## src/hw/rtl/jts_pkg.sv

```systemverilog
`timescale 1ns / 1ps
// ----------------------------------------------------------------------------
// jts_pkg
// Shared types, codes and character tables for the JSON token scanner.
// ----------------------------------------------------------------------------
package jts_pkg;

    localparam int OFFSET_BITS = 32;
    localparam int LINE_BITS   = 24;
    localparam int KIND_BITS   = 4;
    localparam int MAX_RES     = 3;
    localparam int NUM_SLOTS   = 4;
    localparam int FIFO_DEPTH  = 4;
    localparam int FIFO_AW     = $clog2(FIFO_DEPTH);

    // token kinds
    typedef enum logic [KIND_BITS-1:0] {
        KIND_EOF     = 4'd0,
        KIND_LBRACE  = 4'd1,
        KIND_RBRACE  = 4'd2,
        KIND_LBRACK  = 4'd3,
        KIND_RBRACK  = 4'd4,
        KIND_COMMA   = 4'd5,
        KIND_COLON   = 4'd6,
        KIND_STRING  = 4'd7,
        KIND_NUMBER  = 4'd8,
        KIND_BOOL    = 4'd9,
        KIND_NULL    = 4'd10,
        KIND_ILLEGAL = 4'd11
    } t_kind;

    // scanner modes, one-hot
    typedef enum logic [11:0] {
        M_IDLE  = 12'b0000_0000_0001,
        M_STR   = 12'b0000_0000_0010,
        M_ESC   = 12'b0000_0000_0100,
        M_HEX   = 12'b0000_0000_1000,
        M_NSIGN = 12'b0000_0001_0000,
        M_NINT  = 12'b0000_0010_0000,
        M_NDOT  = 12'b0000_0100_0000,
        M_NFRAC = 12'b0000_1000_0000,
        M_NEXP  = 12'b0001_0000_0000,
        M_NEXPS = 12'b0010_0000_0000,
        M_NEXPD = 12'b0100_0000_0000,
        M_KEYW  = 12'b1000_0000_0000
    } t_mode;

    // keyword selectors
    localparam logic [1:0] KW_TRUE  = 2'd0;
    localparam logic [1:0] KW_FALSE = 2'd1;
    localparam logic [1:0] KW_NULL  = 2'd2;

    // character codes
    localparam logic [7:0] CH_TAB    = 8'h09;
    localparam logic [7:0] CH_LF     = 8'h0A;
    localparam logic [7:0] CH_CR     = 8'h0D;
    localparam logic [7:0] CH_SPACE  = 8'h20;
    localparam logic [7:0] CH_QUOTE  = 8'h22;
    localparam logic [7:0] CH_PLUS   = 8'h2B;
    localparam logic [7:0] CH_COMMA  = 8'h2C;
    localparam logic [7:0] CH_MINUS  = 8'h2D;
    localparam logic [7:0] CH_DOT    = 8'h2E;
    localparam logic [7:0] CH_SLASH  = 8'h2F;
    localparam logic [7:0] CH_0      = 8'h30;
    localparam logic [7:0] CH_9      = 8'h39;
    localparam logic [7:0] CH_COLON  = 8'h3A;
    localparam logic [7:0] CH_UA     = 8'h41;
    localparam logic [7:0] CH_UE     = 8'h45;
    localparam logic [7:0] CH_UF     = 8'h46;
    localparam logic [7:0] CH_LBRACK = 8'h5B;
    localparam logic [7:0] CH_BSLASH = 8'h5C;
    localparam logic [7:0] CH_RBRACK = 8'h5D;
    localparam logic [7:0] CH_LA     = 8'h61;
    localparam logic [7:0] CH_LB     = 8'h62;
    localparam logic [7:0] CH_LE     = 8'h65;
    localparam logic [7:0] CH_LF_CH  = 8'h66;
    localparam logic [7:0] CH_LL     = 8'h6C;
    localparam logic [7:0] CH_LN     = 8'h6E;
    localparam logic [7:0] CH_LR     = 8'h72;
    localparam logic [7:0] CH_LS     = 8'h73;
    localparam logic [7:0] CH_LT     = 8'h74;
    localparam logic [7:0] CH_LU     = 8'h75;
    localparam logic [7:0] CH_LBRACE = 8'h7B;
    localparam logic [7:0] CH_RBRACE = 8'h7D;

    // one result item
    typedef struct packed {
        t_kind                  token_kind;
        logic [OFFSET_BITS-1:0] span_start;
        logic [OFFSET_BITS-1:0] span_end;
        logic [LINE_BITS-1:0]   line_no;
        logic                   truth_value;
        logic                   run_last;
    } t_token;

    // candidate result of one byte
    typedef struct packed {
        logic   valid;
        t_token tok;
    } t_slot;

    // keyword letters by keyword and position
    function automatic logic [7:0] kw_char(input logic [1:0] w, input logic [2:0] pos);
        logic [7:0] c;
        c = 8'h00;
        case (w)
            KW_TRUE: begin
                case (pos)
                    3'd0:    c = CH_LT;
                    3'd1:    c = CH_LR;
                    3'd2:    c = CH_LU;
                    3'd3:    c = CH_LE;
                    default: c = 8'h00;
                endcase
            end
            KW_FALSE: begin
                case (pos)
                    3'd0:    c = CH_LF_CH;
                    3'd1:    c = CH_LA;
                    3'd2:    c = CH_LL;
                    3'd3:    c = CH_LS;
                    3'd4:    c = CH_LE;
                    default: c = 8'h00;
                endcase
            end
            default: begin
                case (pos)
                    3'd0:    c = CH_LN;
                    3'd1:    c = CH_LU;
                    3'd2:    c = CH_LL;
                    3'd3:    c = CH_LL;
                    default: c = 8'h00;
                endcase
            end
        endcase
        return c;
    endfunction

    // keyword lengths
    function automatic logic [2:0] kw_len(input logic [1:0] w);
        return (w == KW_FALSE) ? 3'd5 : 3'd4;
    endfunction

endpackage

```

## src/hw/rtl/jts_lex_core.sv

```systemverilog
`timescale 1ns / 1ps
// ----------------------------------------------------------------------------
// jts_lex_core
// Scanner state and the single-pass lexing of one byte into up to three tokens.
// ----------------------------------------------------------------------------
module jts_lex_core
    import jts_pkg::*;
(
    input  logic                        i_clk,
    input  logic                        i_rst_n,
    input  logic                        i_go,
    input  logic [7:0]                  i_text_byte,
    input  logic                        i_end_of_text,
    output t_slot [NUM_SLOTS-1:0]       o_slots
);

    t_mode                  r_mode,       n_mode;
    logic [OFFSET_BITS-1:0] r_offset,     n_offset;
    logic [OFFSET_BITS-1:0] r_begin,      n_begin;
    logic [LINE_BITS-1:0]   r_line_cnt,   n_line_cnt;
    logic [LINE_BITS-1:0]   r_tok_line,   n_tok_line;
    logic [1:0]             r_kw_which,   n_kw_which;
    logic [2:0]             r_kw_pos,     n_kw_pos;
    logic [2:0]             r_hex_left,   n_hex_left;
    logic                   r_bad,        n_bad;

    function automatic logic is_num_mode(input t_mode m);
        return (m == M_NSIGN) || (m == M_NINT) || (m == M_NDOT) || (m == M_NFRAC) ||
               (m == M_NEXP) || (m == M_NEXPS) || (m == M_NEXPD);
    endfunction

    function automatic logic num_ok(input t_mode m, input logic bad);
        return !bad && ((m == M_NINT) || (m == M_NFRAC) || (m == M_NEXPD));
    endfunction

    function automatic logic is_digit(input logic [7:0] b);
        return (b >= CH_0) && (b <= CH_9);
    endfunction

    function automatic logic is_hex(input logic [7:0] b);
        return is_digit(b) || ((b >= CH_LA) && (b <= CH_LF_CH)) ||
               ((b >= CH_UA) && (b <= CH_UF));
    endfunction

    function automatic logic is_num_byte(input logic [7:0] b);
        return is_digit(b) || (b == CH_DOT) || (b == CH_LE) || (b == CH_UE) ||
               (b == CH_PLUS) || (b == CH_MINUS);
    endfunction

    // next number mode, or idle when the byte breaks the grammar
    function automatic t_mode num_next(input t_mode m, input logic [7:0] b);
        logic  d;
        logic  ex;
        logic  sg;
        t_mode nx;
        d  = is_digit(b);
        ex = (b == CH_LE) || (b == CH_UE);
        sg = (b == CH_PLUS) || (b == CH_MINUS);
        nx = M_IDLE;
        case (m)
            M_NSIGN: if (d) nx = M_NINT;
            M_NINT: begin
                if (d)                nx = M_NINT;
                else if (b == CH_DOT) nx = M_NDOT;
                else if (ex)          nx = M_NEXP;
            end
            M_NDOT:  if (d) nx = M_NFRAC;
            M_NFRAC: begin
                if (d)       nx = M_NFRAC;
                else if (ex) nx = M_NEXP;
            end
            M_NEXP: begin
                if (d)       nx = M_NEXPD;
                else if (sg) nx = M_NEXPS;
            end
            M_NEXPS: if (d) nx = M_NEXPD;
            default: if (d) nx = M_NEXPD;
        endcase
        return nx;
    endfunction

    function automatic t_token mk_tok(input t_kind k, input logic [OFFSET_BITS-1:0] s,
                                      input logic [OFFSET_BITS-1:0] f,
                                      input logic [LINE_BITS-1:0] ln, input logic tv);
        t_token t;
        t.token_kind  = k;
        t.span_start  = s;
        t.span_end    = f;
        t.line_no     = ln;
        t.truth_value = tv;
        t.run_last    = 1'b0;
        return t;
    endfunction

    // one byte through the scanner
    always_comb begin
        logic [7:0]             b;
        logic [OFFSET_BITS-1:0] e;
        logic                   relex;
        logic [1:0]             w;
        logic [2:0]             pos_inc;
        t_mode                  nx;
        t_kind                  pk;
        logic                   seen;
        t_slot [NUM_SLOTS-1:0]  sl;

        b          = i_text_byte;
        e          = r_offset + 1'b1;
        relex      = 1'b0;
        w          = (r_kw_which == 2'd3) ? KW_NULL : r_kw_which;
        pos_inc    = r_kw_pos + 3'd1;
        nx         = M_IDLE;
        pk         = KIND_ILLEGAL;
        seen       = 1'b0;
        sl         = '0;
        n_mode     = r_mode;
        n_offset   = r_offset;
        n_begin    = r_begin;
        n_line_cnt = r_line_cnt;
        n_tok_line = r_tok_line;
        n_kw_which = r_kw_which;
        n_kw_pos   = r_kw_pos;
        n_hex_left = r_hex_left;
        n_bad      = r_bad;

        if (i_go) begin
            // continue the open token
            unique case (r_mode)
                M_IDLE: relex = 1'b1;
                M_STR: begin
                    if (b == CH_BSLASH) begin
                        n_mode = M_ESC;
                    end else if (b == CH_QUOTE) begin
                        sl[0].valid = 1'b1;
                        sl[0].tok   = mk_tok(r_bad ? KIND_ILLEGAL : KIND_STRING, r_begin, e,
                                             r_tok_line, 1'b0);
                        n_mode = M_IDLE;
                    end
                end
                M_ESC: begin
                    if (b == CH_LU) begin
                        n_mode     = M_HEX;
                        n_hex_left = 3'd4;
                    end else begin
                        if (!((b == CH_QUOTE) || (b == CH_BSLASH) || (b == CH_SLASH) ||
                              (b == CH_LB) || (b == CH_LF_CH) || (b == CH_LN) ||
                              (b == CH_LR) || (b == CH_LT)))
                            n_bad = 1'b1;
                        n_mode = M_STR;
                    end
                end
                M_HEX: begin
                    if (!is_hex(b))
                        n_bad = 1'b1;
                    n_hex_left = r_hex_left - 3'd1;
                    if (n_hex_left == 3'd0)
                        n_mode = M_STR;
                end
                M_KEYW: begin
                    if ((r_kw_pos < kw_len(w)) && (b == kw_char(w, r_kw_pos))) begin
                        n_kw_pos = pos_inc;
                        if (pos_inc == kw_len(w)) begin
                            sl[0].valid = 1'b1;
                            sl[0].tok   = mk_tok((w == KW_NULL) ? KIND_NULL : KIND_BOOL,
                                                 r_begin, e, r_tok_line, w == KW_TRUE);
                            n_mode = M_IDLE;
                        end
                    end else begin
                        sl[0].valid = 1'b1;
                        sl[0].tok   = mk_tok(KIND_ILLEGAL, r_begin, r_offset, r_tok_line, 1'b0);
                        n_mode = M_IDLE;
                        relex  = 1'b1;
                    end
                end
                M_NSIGN, M_NINT, M_NDOT, M_NFRAC, M_NEXP, M_NEXPS, M_NEXPD: begin
                    if (is_num_byte(b)) begin
                        nx = num_next(r_mode, b);
                        if (nx == M_IDLE)
                            n_bad = 1'b1;
                        else
                            n_mode = nx;
                    end else begin
                        sl[0].valid = 1'b1;
                        sl[0].tok   = mk_tok(num_ok(r_mode, r_bad) ? KIND_NUMBER : KIND_ILLEGAL,
                                             r_begin, r_offset, r_tok_line, 1'b0);
                        n_mode = M_IDLE;
                        relex  = 1'b1;
                    end
                end
                default: begin
                    n_mode = M_IDLE;
                    relex  = 1'b1;
                end
            endcase

            // lex the byte as the start of something new
            if (relex) begin
                case (b) inside
                    CH_SPACE, CH_TAB, CH_CR: begin
                    end
                    CH_LF: begin
                        if (r_line_cnt != {LINE_BITS{1'b1}})
                            n_line_cnt = r_line_cnt + 1'b1;
                    end
                    CH_LBRACE, CH_RBRACE, CH_LBRACK, CH_RBRACK, CH_COMMA, CH_COLON: begin
                        case (b)
                            CH_LBRACE: pk = KIND_LBRACE;
                            CH_RBRACE: pk = KIND_RBRACE;
                            CH_LBRACK: pk = KIND_LBRACK;
                            CH_RBRACK: pk = KIND_RBRACK;
                            CH_COMMA:  pk = KIND_COMMA;
                            default:   pk = KIND_COLON;
                        endcase
                        sl[1].valid = 1'b1;
                        sl[1].tok   = mk_tok(pk, r_offset, e, r_line_cnt, 1'b0);
                    end
                    CH_QUOTE: begin
                        n_mode     = M_STR;
                        n_begin    = r_offset;
                        n_tok_line = r_line_cnt;
                        n_bad      = 1'b0;
                    end
                    CH_LT, CH_LF_CH, CH_LN: begin
                        n_mode     = M_KEYW;
                        n_begin    = r_offset;
                        n_tok_line = r_line_cnt;
                        n_bad      = 1'b0;
                        n_kw_pos   = 3'd1;
                        n_kw_which = (b == CH_LT) ? KW_TRUE :
                                     (b == CH_LF_CH) ? KW_FALSE : KW_NULL;
                    end
                    [CH_0:CH_9], CH_MINUS: begin
                        n_mode     = (b == CH_MINUS) ? M_NSIGN : M_NINT;
                        n_begin    = r_offset;
                        n_tok_line = r_line_cnt;
                        n_bad      = 1'b0;
                    end
                    default: begin
                        sl[1].valid = 1'b1;
                        sl[1].tok   = mk_tok(KIND_ILLEGAL, r_offset, e, r_line_cnt, 1'b0);
                    end
                endcase
            end

            // end of text: close what is open, add eof, start over
            if (i_end_of_text) begin
                if (n_mode != M_IDLE) begin
                    sl[2].valid = 1'b1;
                    sl[2].tok   = mk_tok((is_num_mode(n_mode) && num_ok(n_mode, n_bad)) ?
                                         KIND_NUMBER : KIND_ILLEGAL,
                                         n_begin, e, n_tok_line, 1'b0);
                end
                sl[3].valid = 1'b1;
                sl[3].tok   = mk_tok(KIND_EOF, e, e + 1'b1, n_line_cnt, 1'b0);
                n_mode     = M_IDLE;
                n_offset   = '0;
                n_begin    = '0;
                n_line_cnt = LINE_BITS'(1);
                n_tok_line = LINE_BITS'(1);
                n_kw_which = 2'd0;
                n_kw_pos   = 3'd0;
                n_hex_left = 3'd0;
                n_bad      = 1'b0;
            end else begin
                n_offset = e;
            end
        end

        // mark the last token of this byte
        for (int i = NUM_SLOTS - 1; i >= 0; i--) begin
            if (sl[i].valid && !seen) begin
                sl[i].tok.run_last = 1'b1;
                seen = 1'b1;
            end
        end
        o_slots = sl;
    end

    // state registers
    always_ff @(posedge i_clk) begin
        if (!i_rst_n) begin
            r_mode     <= M_IDLE;
            r_offset   <= '0;
            r_begin    <= '0;
            r_line_cnt <= LINE_BITS'(1);
            r_tok_line <= LINE_BITS'(1);
            r_kw_which <= 2'd0;
            r_kw_pos   <= 3'd0;
            r_hex_left <= 3'd0;
            r_bad      <= 1'b0;
        end else begin
            r_mode     <= n_mode;
            r_offset   <= n_offset;
            r_begin    <= n_begin;
            r_line_cnt <= n_line_cnt;
            r_tok_line <= n_tok_line;
            r_kw_which <= n_kw_which;
            r_kw_pos   <= n_kw_pos;
            r_hex_left <= n_hex_left;
            r_bad      <= n_bad;
        end
    end

endmodule

```

## config.mk

```make
export PLATFORM = sky130hd
export DESIGN_NAME = jts_lex_core
export DESIGN_NICKNAME = d
export VERILOG_FILES = /design/src/hw/rtl/jts_pkg.sv /design/src/hw/rtl/jts_lex_core.sv
export SDC_FILE = /design/constraint.sdc
export NUM_CORES = 1
export LEC_CHECK = 0
export BUFFER_PORTS_ARGS = -buffer_cell sky130_fd_sc_hd__buf_2
export CORE_UTILIZATION = 54
export CTS_BUF_LIST = sky130_fd_sc_hd__clkbuf_4 sky130_fd_sc_hd__clkbuf_8
export CTS_CLUSTER_SIZE = 8
export DETAILED_ROUTE_END_ITERATION = 10
export PLACE_DENSITY_LB_ADDON = 0.25
export SLEW_MARGIN = 0
export SYNTH_ARGS = -nofsm -noshare
export SYNTH_HDL_FRONTEND = slang
export SYNTH_SLANG_ARGS = --single-unit
```

## constraint.sdc

```tcl
create_clock -name i_clk -period 4.3 [get_ports i_clk]
set_input_delay 0.43 -clock i_clk [delete_from_list [all_inputs] [get_ports i_clk]]
set_output_delay 0.43 -clock i_clk [all_outputs]
set_load 0.01 [all_outputs]
```

[After elaboration in Yosys (flattened, before gate mapping)]
Index checks and enable logic that the tools add are counted.
Word-level totals
  register bits: 133
  output and inout bits: 380
  logic and storage cells: 267
Operators by class
  add/sub/neg operators: 5
  $lt $le $gt $ge: 7
  eq/ne operators: 60
  mux-type cells: 130
  reduce and logical (&&, ||, !) cells: 56
Operators by type and width (number)
  95-bit two-way mux: 13
  380-bit two-way mux: 1
  24-bit two-way mux: 13
  32-bit two-way mux: 9
  95-bit one-hot mux with 3 select lines: 1
  12-bit two-way mux: 20
  190-bit two-way mux: 1
  8-bit by 7-bit equality test with 1-bit output, second input constant: 13
  12-bit one-hot mux with 6 select lines: 1
  32-bit by 1-bit adder with 32-bit output, second input constant: 2
  8-bit by 6-bit equality test with 1-bit output, second input constant: 8
  12-bit one-hot mux with 5 select lines: 1
  7-bit one-hot mux with 5 select lines: 1
  3-bit two-way mux: 11
  7-bit one-hot mux with 4 select lines: 1
  9-bit two-way mux: 3
  1-bit logical OR: 26
  2-bit two-way mux: 13
  1-bit two-way mux: 25
  24-bit by 1-bit adder with 24-bit output, second input constant: 1
  12-bit by 1-bit equality test with 1-bit output, second input constant: 2
  12-bit by 10-bit equality test with 1-bit output, second input constant: 2
  12-bit by 11-bit equality test with 1-bit output, second input constant: 2
  12-bit by 5-bit equality test with 1-bit output, second input constant: 2
  49 further kinds: 86

[Depth between registers and ports, before layout]
Gate-level depths: netlist of the first run.
  depth after elaboration: 44
  mapped depth: 15
  depth with buffers taken out: 11

[Least setup slack after synthesis of the first run]
Ideal clock, no wire load.
  path kind: reg2out
  from: register r_kw_pos[1]
  to: output o_slots[281] in the netlist's numbering
  arrival: 3118 ps
  required time: 3870 ps
  setup slack: 752 ps
  cell stages (with the launch flop): 14
  cells stage by stage: dfxtp_1 -> inv_1 -> ha_1 -> buf_2 -> o21bai_1 -> a211o_1 -> a311o_1 -> a2111oi_4 -> a21oi_2 -> nor4_4 -> o21ai_2 -> buf_2 -> a31oi_1 -> buf_4
RTL lines
  start, declared: RTL line jts_lex_core.sv:23  | logic [2:0] r_kw_pos, n_kw_pos;
  start signal, assigned: RTL line jts_lex_core.sv:298  | r_kw_pos <= n_kw_pos;
  end, declared: RTL line jts_lex_core.sv:14  | output t_slot [NUM_SLOTS-1:0] o_slots

==> impl_results.md, run 1 <==
* Headroom to the max-slew limit at 0.246
* Fmax at 0.234 GHz
* Routed via count at 15009
* Placement Rows at 54
* Worst min-delay path category: register to register
* Per-cell routed wire length at 20.8 microns
* Number of antenna violations at the first check in global routing at 0
* Mean number of vias per cell at 6.37
* Weighted congestion reported at the end of routability-driven placement at 1.04
* Area growth syn-to-layout at 22.2%
* Number of global-route vias before repair at 12747
* Effective utilization at floorplan at 0.551
* Max Transition Viols Final at 0
* Filler cell count in the final layout at 1986
* Skew final at 16.2 ps
* Setup violations, final at 0
* Fraction of registers with async set/reset at 0
* Standard cell core area at 0.0218 sq mm
* Vertical die dimension at 151 microns
* Routed WL at 49.1 mm
* Element type at the critical path start: register
* Setup Slack @ Placement at -55.8 ps
* Pin count of the biggest net entering global routing at 75
* Run status: completed
* Insertion delay to the later sink of the worst-skew pair at 470 ps
* First-pass detailed-route iteration total at 5
* Hold violation count in the final report at 0
* Number of ports placed on the die boundary at 392
* Clock tree root driver cell: clkbuf_8
* Worst IR Drop VDD at 0.201 mV
* Total of warnings raised by yosys at 0
* Most used flip-flop cell after synthesis: dfxtp_1
* Proportion of netlist area held by the largest area contributor at 0.222
* Total Power at 2.62 mW
* Leading area contributor after synthesis: dfxtp_1
* Number of port buffers at 382
* Proportion of layout cells with a drive suffix above 1 at 0.269
* Number of diodes at 0
* # nets final at 2088
* Sinks on the clock net at 133
* Gr usage total at 0.408
* Critical path fanouts, max at 10
* Type of the setup path with the least slack: register to output pin
* Sequential cell area fraction in the yosys report at 0.222
* Crit path arrival time at 3850 ps
* Number of CTS-inserted buffers at 17
* Actual slew at the worst max-slew pin at 1130 ps
* Avg Synthesized Cell Area at 6.76 sq um
* Number of max-cap violations at 0
* Data required time of the critical path at 3870 ps
* Synth area leaders: dfxtp_1, nor2_1, nand2_1
* Pwr Density at 178 mW/mm^2
* Number of instances in the synthesized netlist at 1778
* Type of destination of the critical path: output pin
* Clock tree from TritonCTS: built
* Final-layout worst hold slack at 513 ps
* Number of synthesized register bits at 133
* Worst Setup Slack, final at 17.5 ps
* Minimum period implied by the final worst setup slack at 4280 ps
* Placed wire-length estimate at 33.8 mm
* EDFF count, synth at 0
* Global-route wire length before repair at 72.2 mm
* Die ar. at 0.0229 sq mm
* DRC violations left at 0
* Share of the clock period used by the worst path after layout at 0.996
* Antenna viol nets, final at 0
* Static leakage power at 6.04 nW
* Post-synthesis cell type count at 97
* Longest Clk Path Bufs at 2
* Remaining global-route overflow at 0
* Horiz. Die Dim at 151 microns
* Clock-pin transition on the worst setup and hold timing paths at 80 ps
* CTS H-tree lvls at 4
* Iteration-0 DRC count of the detailed router at 1572
* Unrepaired setup endpoints after global routing: true
* Post-Syn Area at 0.0120 sq mm
registers in the layout, indices dropped and copies added, names as in the netlist:
signal / count
r_begin: 32
r_offset: 32
r_line_cnt: 24
r_tok_line: 24
r_mode: 12
r_hex_left: 3
r_kw_pos: 3
r_kw_which: 2
r_bad: 1
per-stage QoR:
stage                     instance area [sq um]  setup TNS [ps]  utilization  cells
after floorplan                           12100               0            -   1786
after global placement                    14000           -13.4        0.643   2315
after detailed placement                  14000            -274        0.643   2315
after CTS                                 14500               0        0.664   2350
after global routing                      14700            -304        0.673   2358
final                                     14700               0        0.673   2358
where the power goes:
part / total [mW] / switching (mW) / internal [mW] / leakage, nW
registers: 1.23 / 0.00356 / 1.23 / 1.07
clock network: 1.10 / 0.582 / 0.514 / 0.198
logic: 0.287 / 0.215 / 0.0724 / 4.77
total: 2.62 / 0.800 / 1.82 / 6.04
per-layer routing:
| layer | GRT usage | part of all wire | up-vias |
|---|---|---|---|
| li1 | - | - | 6846 |
| met1 | 0.538 | 0.39 | 6964 |
| met2 | 0.640 | 0.46 | 1071 |
| met3 | 0.0840 | 0.12 | 128 |
| met4 | 0.177 | 0.033 | 0 |
| met5 | 0 | 0 | - |
Yosys cell counts, types with 4 or more instances:
master	number
dfxtp_1	133
nand3b_1	7
xnor2_1	40
buf_4	14
nor3_1	43
nand2_1	204
nand4b_1	6
nor2_1	267
nand4_1	21
a32oi_1	4
ha_1	11
nand2b_1	7
clkbuf_2	4
a32o_1	57
nand3_1	60
or3_1	27
a21o_1	10
inv_1	33
a2bb2oi_1	25
a211o_1	5
o21ai_0	62
or4_1	15
buf_1	8
o211ai_1	13
a31oi_1	35
o31ai_1	8
o21ai_2	4
o31a_1	4
nor2b_1	19
o21a_1	8
and2_1	118
nor4_1	18
a21oi_1	152
and3_1	23
a22oi_1	8
clkbuf_1	112
and4_1	9
or2_2	4
nor4_4	5
xor2_1	22
a31o_2	4
buf_2	56
a311o_1	4
repair_timing:
action | in CTS | in global routing
endpoints found under the setup margin | 288 | 241
resized for setup | 15 | 25
cloned | 1 | 1
buffers inserted | 2 | 7
hold buffers | 0 | 0
pin swaps | 3 | 8
cell type report:
type	count	area [sq um]	area share
clock buffer	20	275	0.0187
sequential	133	2670	0.182
clock inverter	12	119	0.00810
multi-input combinational	1422	8550	0.582
inverter	36	135	0.00920
tap	280	350	0.0239
timing repair buffer	455	2590	0.176
cell families (layout without fill, tap and decap cells):
group	Yosys count	in the layout	synth area share
XOR/XNOR	62	62	0.0452
buffers and inverters	232	523	0.0843
adder cells (fa/ha/maj)	11	11	0.0114
AO/OA/AOI/OAI	454	455	0.264
multiplexers	1	1	0.000833
flip-flops	133	133	0.222
AND/OR/NAND/NOR	884	884	0.372
other	1	9	0.000312
final timing paths:
check                      from       endpoint  slack, ps  depth (start not counted)
setup / recovery    r_offset[4]   o_slots[339]         20                          9
hold / removal    r_hex_left[1]  r_hex_left[1]        510                          2
setup reg to reg    r_kw_pos[1]    r_begin[21]        290                         13
hold reg to reg   r_hex_left[1]  r_hex_left[1]        510                          2
worst max-delay path, stage by stage (launching register included):
cell and delay, ps:
dfxtp_1 630, nand3_2 280, nor4_2 380, xnor2_1 290
o221ai_1 370, nor4_4 370, nand4b_2 350, o31a_1 330
nor3_1 190, buf_2 190
cell usage in the layout (no fill, tap or decap), drive strengths merged, types with 25 or more instances in the layout:
| cell | Yosys | routed |
|---|---|---|
| a2bb2oi | 25 | 25 |
| or3 | 27 | 27 |
| dfxtp | 133 | 133 |
| a31oi | 36 | 36 |
| buf | 80 | 454 |
| a32o | 57 | 57 |
| nand2 | 204 | 204 |
| nor2 | 270 | 270 |
| inv | 34 | 39 |
| a21oi | 155 | 156 |
| xnor2 | 40 | 40 |
| o21ai | 68 | 68 |
| nor3 | 45 | 45 |
| and2 | 119 | 119 |
| nand3 | 62 | 62 |
Power figures use the tool's default switching activity.
==> run 2, diff against run 1 <==
- PLACE_DENSITY_LB_ADDON: 0.25 -> 0.3
==> run 2 against run 1 <==
Setup slack improved by 68 ps. Worst hold slack got worse by 90 ps. Clock-buffer cell count decreased by 2. Routed wire length increased by 0.56%. Via count increased by 1.1%. Sequential power about the same. Critical path type unchanged. Clock power increased by 24%. Largest power group is now clock. Flip-flop and latch count unchanged.
==> impl_results.md, run 2 (synthesized netlist as in run 1, its figures left out) <==
* Run status: completed
* Element type at the critical path start: register
* Proportion of power drawn by flip-flops and latches at 0.429
* Die ar. at 0.0229 sq mm
* Remaining global-route overflow at 0
* Worst min-delay path category: primary input to register
* Worst IR Drop VDD at 0.216 mV
* Per-cell routed wire length at 20.8 microns
* Static leakage power at 6.13 nW
* Standard cell core area at 0.0218 sq mm
* Data required time of the critical path at 3870 ps
* Placed wire-length estimate at 33.8 mm
* P_sw at 0.800 mW
* Met1 track utilization from global routing at 0.532
* Longest Clk Path Bufs at 2
* # nets final at 2098
* Max Transition Viols Final at 0
* Fmax at 0.237 GHz
* Share of the clock period used by the worst path after layout at 0.980
* Horiz. Die Dim at 151 microns
* DRC violations left at 0
* Relative contribution of the clock network to total power at 0.471
* Filler cell count in the final layout at 1931
* Cell-internal power at 2.08 mW
* Type of the setup path with the least slack: register to output pin
* Area after DPL at 0.0141 sq mm
* Antenna viol nets, final at 0
* Number of antenna violations at the first check in global routing at 0
* Number of diodes at 0
* Number of CTS-inserted buffers at 17
* Crit path arrival time at 3780 ps
* Setup violations, final at 0
* Met3 Resource Use GR at 0.0916
* Number of cells after detailed placement at 2328
* Number of global-route vias before repair at 13172
* Top library cells by usage in the layout, fill and taps aside: buf_2, nor2_1, nand2_1, a21oi_1, dfxtp_1
* Type of destination of the critical path: output pin
* Routed via count at 15174
* First-pass detailed-route iteration total at 7
* Most used routing layer in global routing: met2
* Proportion of layout cells with a drive suffix above 1 at 0.273
* Area growth syn-to-layout at 23.4%
* Clock tree from TritonCTS: built
* Hold violation count in the final report at 0
* Routed WL at 49.3 mm
* Clock tree root driver cell: clkbuf_8
* Switching share of total power at 0.278
* Number of port buffers at 382
* Post-Layout Inst Area at 0.0148 sq mm
* Most common cell after layout, fill and taps aside: buf_2
* Insertion delay to the later sink of the worst-skew pair at 470 ps
* Clock-pin transition on the worst setup and hold timing paths at 100 ps
* Gr usage total at 0.414
* Weighted congestion reported at the end of routability-driven placement at 0.989
* Fin util at 0.680
* Effective utilization at floorplan at 0.551
* Global-route wire length before repair at 73.7 mm
* Number of ports placed on the die boundary at 392
* Number of buffers added to fix hold violations after cts at 0
* Pwr Density at 194 mW/mm^2
* Total Power at 2.88 mW
* Iteration-0 DRC count of the detailed router at 1856
* Skew final at 28.2 ps
* Number of max-cap violations at 0
* Vertical die dimension at 151 microns
* Critical path fanouts, max at 10
* Top flop regs: r_begin: 32 flops, r_offset: 32 flops
* Minimum period implied by the final worst setup slack at 4210 ps
* Mean number of vias per cell at 6.41
* GR Util met2 at 0.655
* CTS H-tree lvls at 4
* Pin count of the biggest net entering global routing at 80
* Sinks on the clock net at 133
* Total negative slack for setup checks at 0 ps
* Placement Rows at 54
* Headroom to the max-slew limit at 0.393
* Comb pwr share at 0.101
* Actual slew at the worst max-slew pin at 910 ps
* Non-Filler Instances at 2368
==> run 2: changes by cell type in the layout (fill, tap and decap cells not counted), sizes merged <==
cell | previous run | this run
a21oi | 156 | 157
buf | 454 | 464
bufinv | 1 | 6
clkbuf | 21 | 18
clkinv | 6 | 5
inv | 39 | 37
==> run 2: layer usage <==
layer / wire length (microns) / vias up
li1: - / 6863
met1: 19300 / 7059
met2: 22600 / 1081
met3: 5620 / 171
met4: 1820 / 0
met5: 0 / -
==> run 2: final timing paths <==
kind	from	to	slack [ps]	cells past startpoint
worst max-delay path	r_offset[4]	o_slots[339]	90	9
worst min-delay path	i_go	r_mode[9]	420	3
worst max register to register	r_kw_pos[1]	r_tok_line[4]	720	12
worst min register to register	r_hex_left[1]	r_hex_left[1]	500	2
==> run 2: per-stage QoR <==
stage	worst slack, ps	hold slack [ps]
2_1_floorplan	752	454
3_3_place_gp	93.4	470
3_5_place_dp	-9.97	486
4_1_cts	6.34	395
5_1_grt	-1.62	412
6_report	85.2	423
==> run 2: what timing repair did <==
item,4_1_cts,5_1_grt
pin swaps,4,7
setup endpoints to repair,215,219
buffers inserted,3,3
cloned,2,0
resized for setup,13,27
==> run 2: worst max-delay path: stages, from the launching register on <==
cell and delay (ps):
dfxtp_1 610, nand3_2 270, or3_1 380, a221oi_1 490
nand3_1 340, nor2_4 310, nand4b_2 290, o31a_1 310
nor3_1 140, buf_2 160
==> run 2: final cells by class <==
type                       instances  area (sq um)  area share
tap                              280           350      0.0236
timing repair buffer             464          2640       0.178
multi-input combinational       1423          8550       0.576
clock inverter                    14           246      0.0166
inverter                          36           135     0.00911
clock buffer                      18           248      0.0167
sequential                       133          2670       0.180
==> run 2: power groups by stage <==
stage | Sequential, mW | Clock, mW | Combinational (mW)
2_1_floorplan | 1.26 | 0 | 0.185
5_1_grt | 1.23 | 1.40 | 0.304
3_5_place_dp | 1.26 | 0 | 0.272
6_report | 1.23 | 1.36 | 0.290
4_1_cts | 1.23 | 1.35 | 0.278
3_3_place_gp | 1.26 | 0 | 0.269
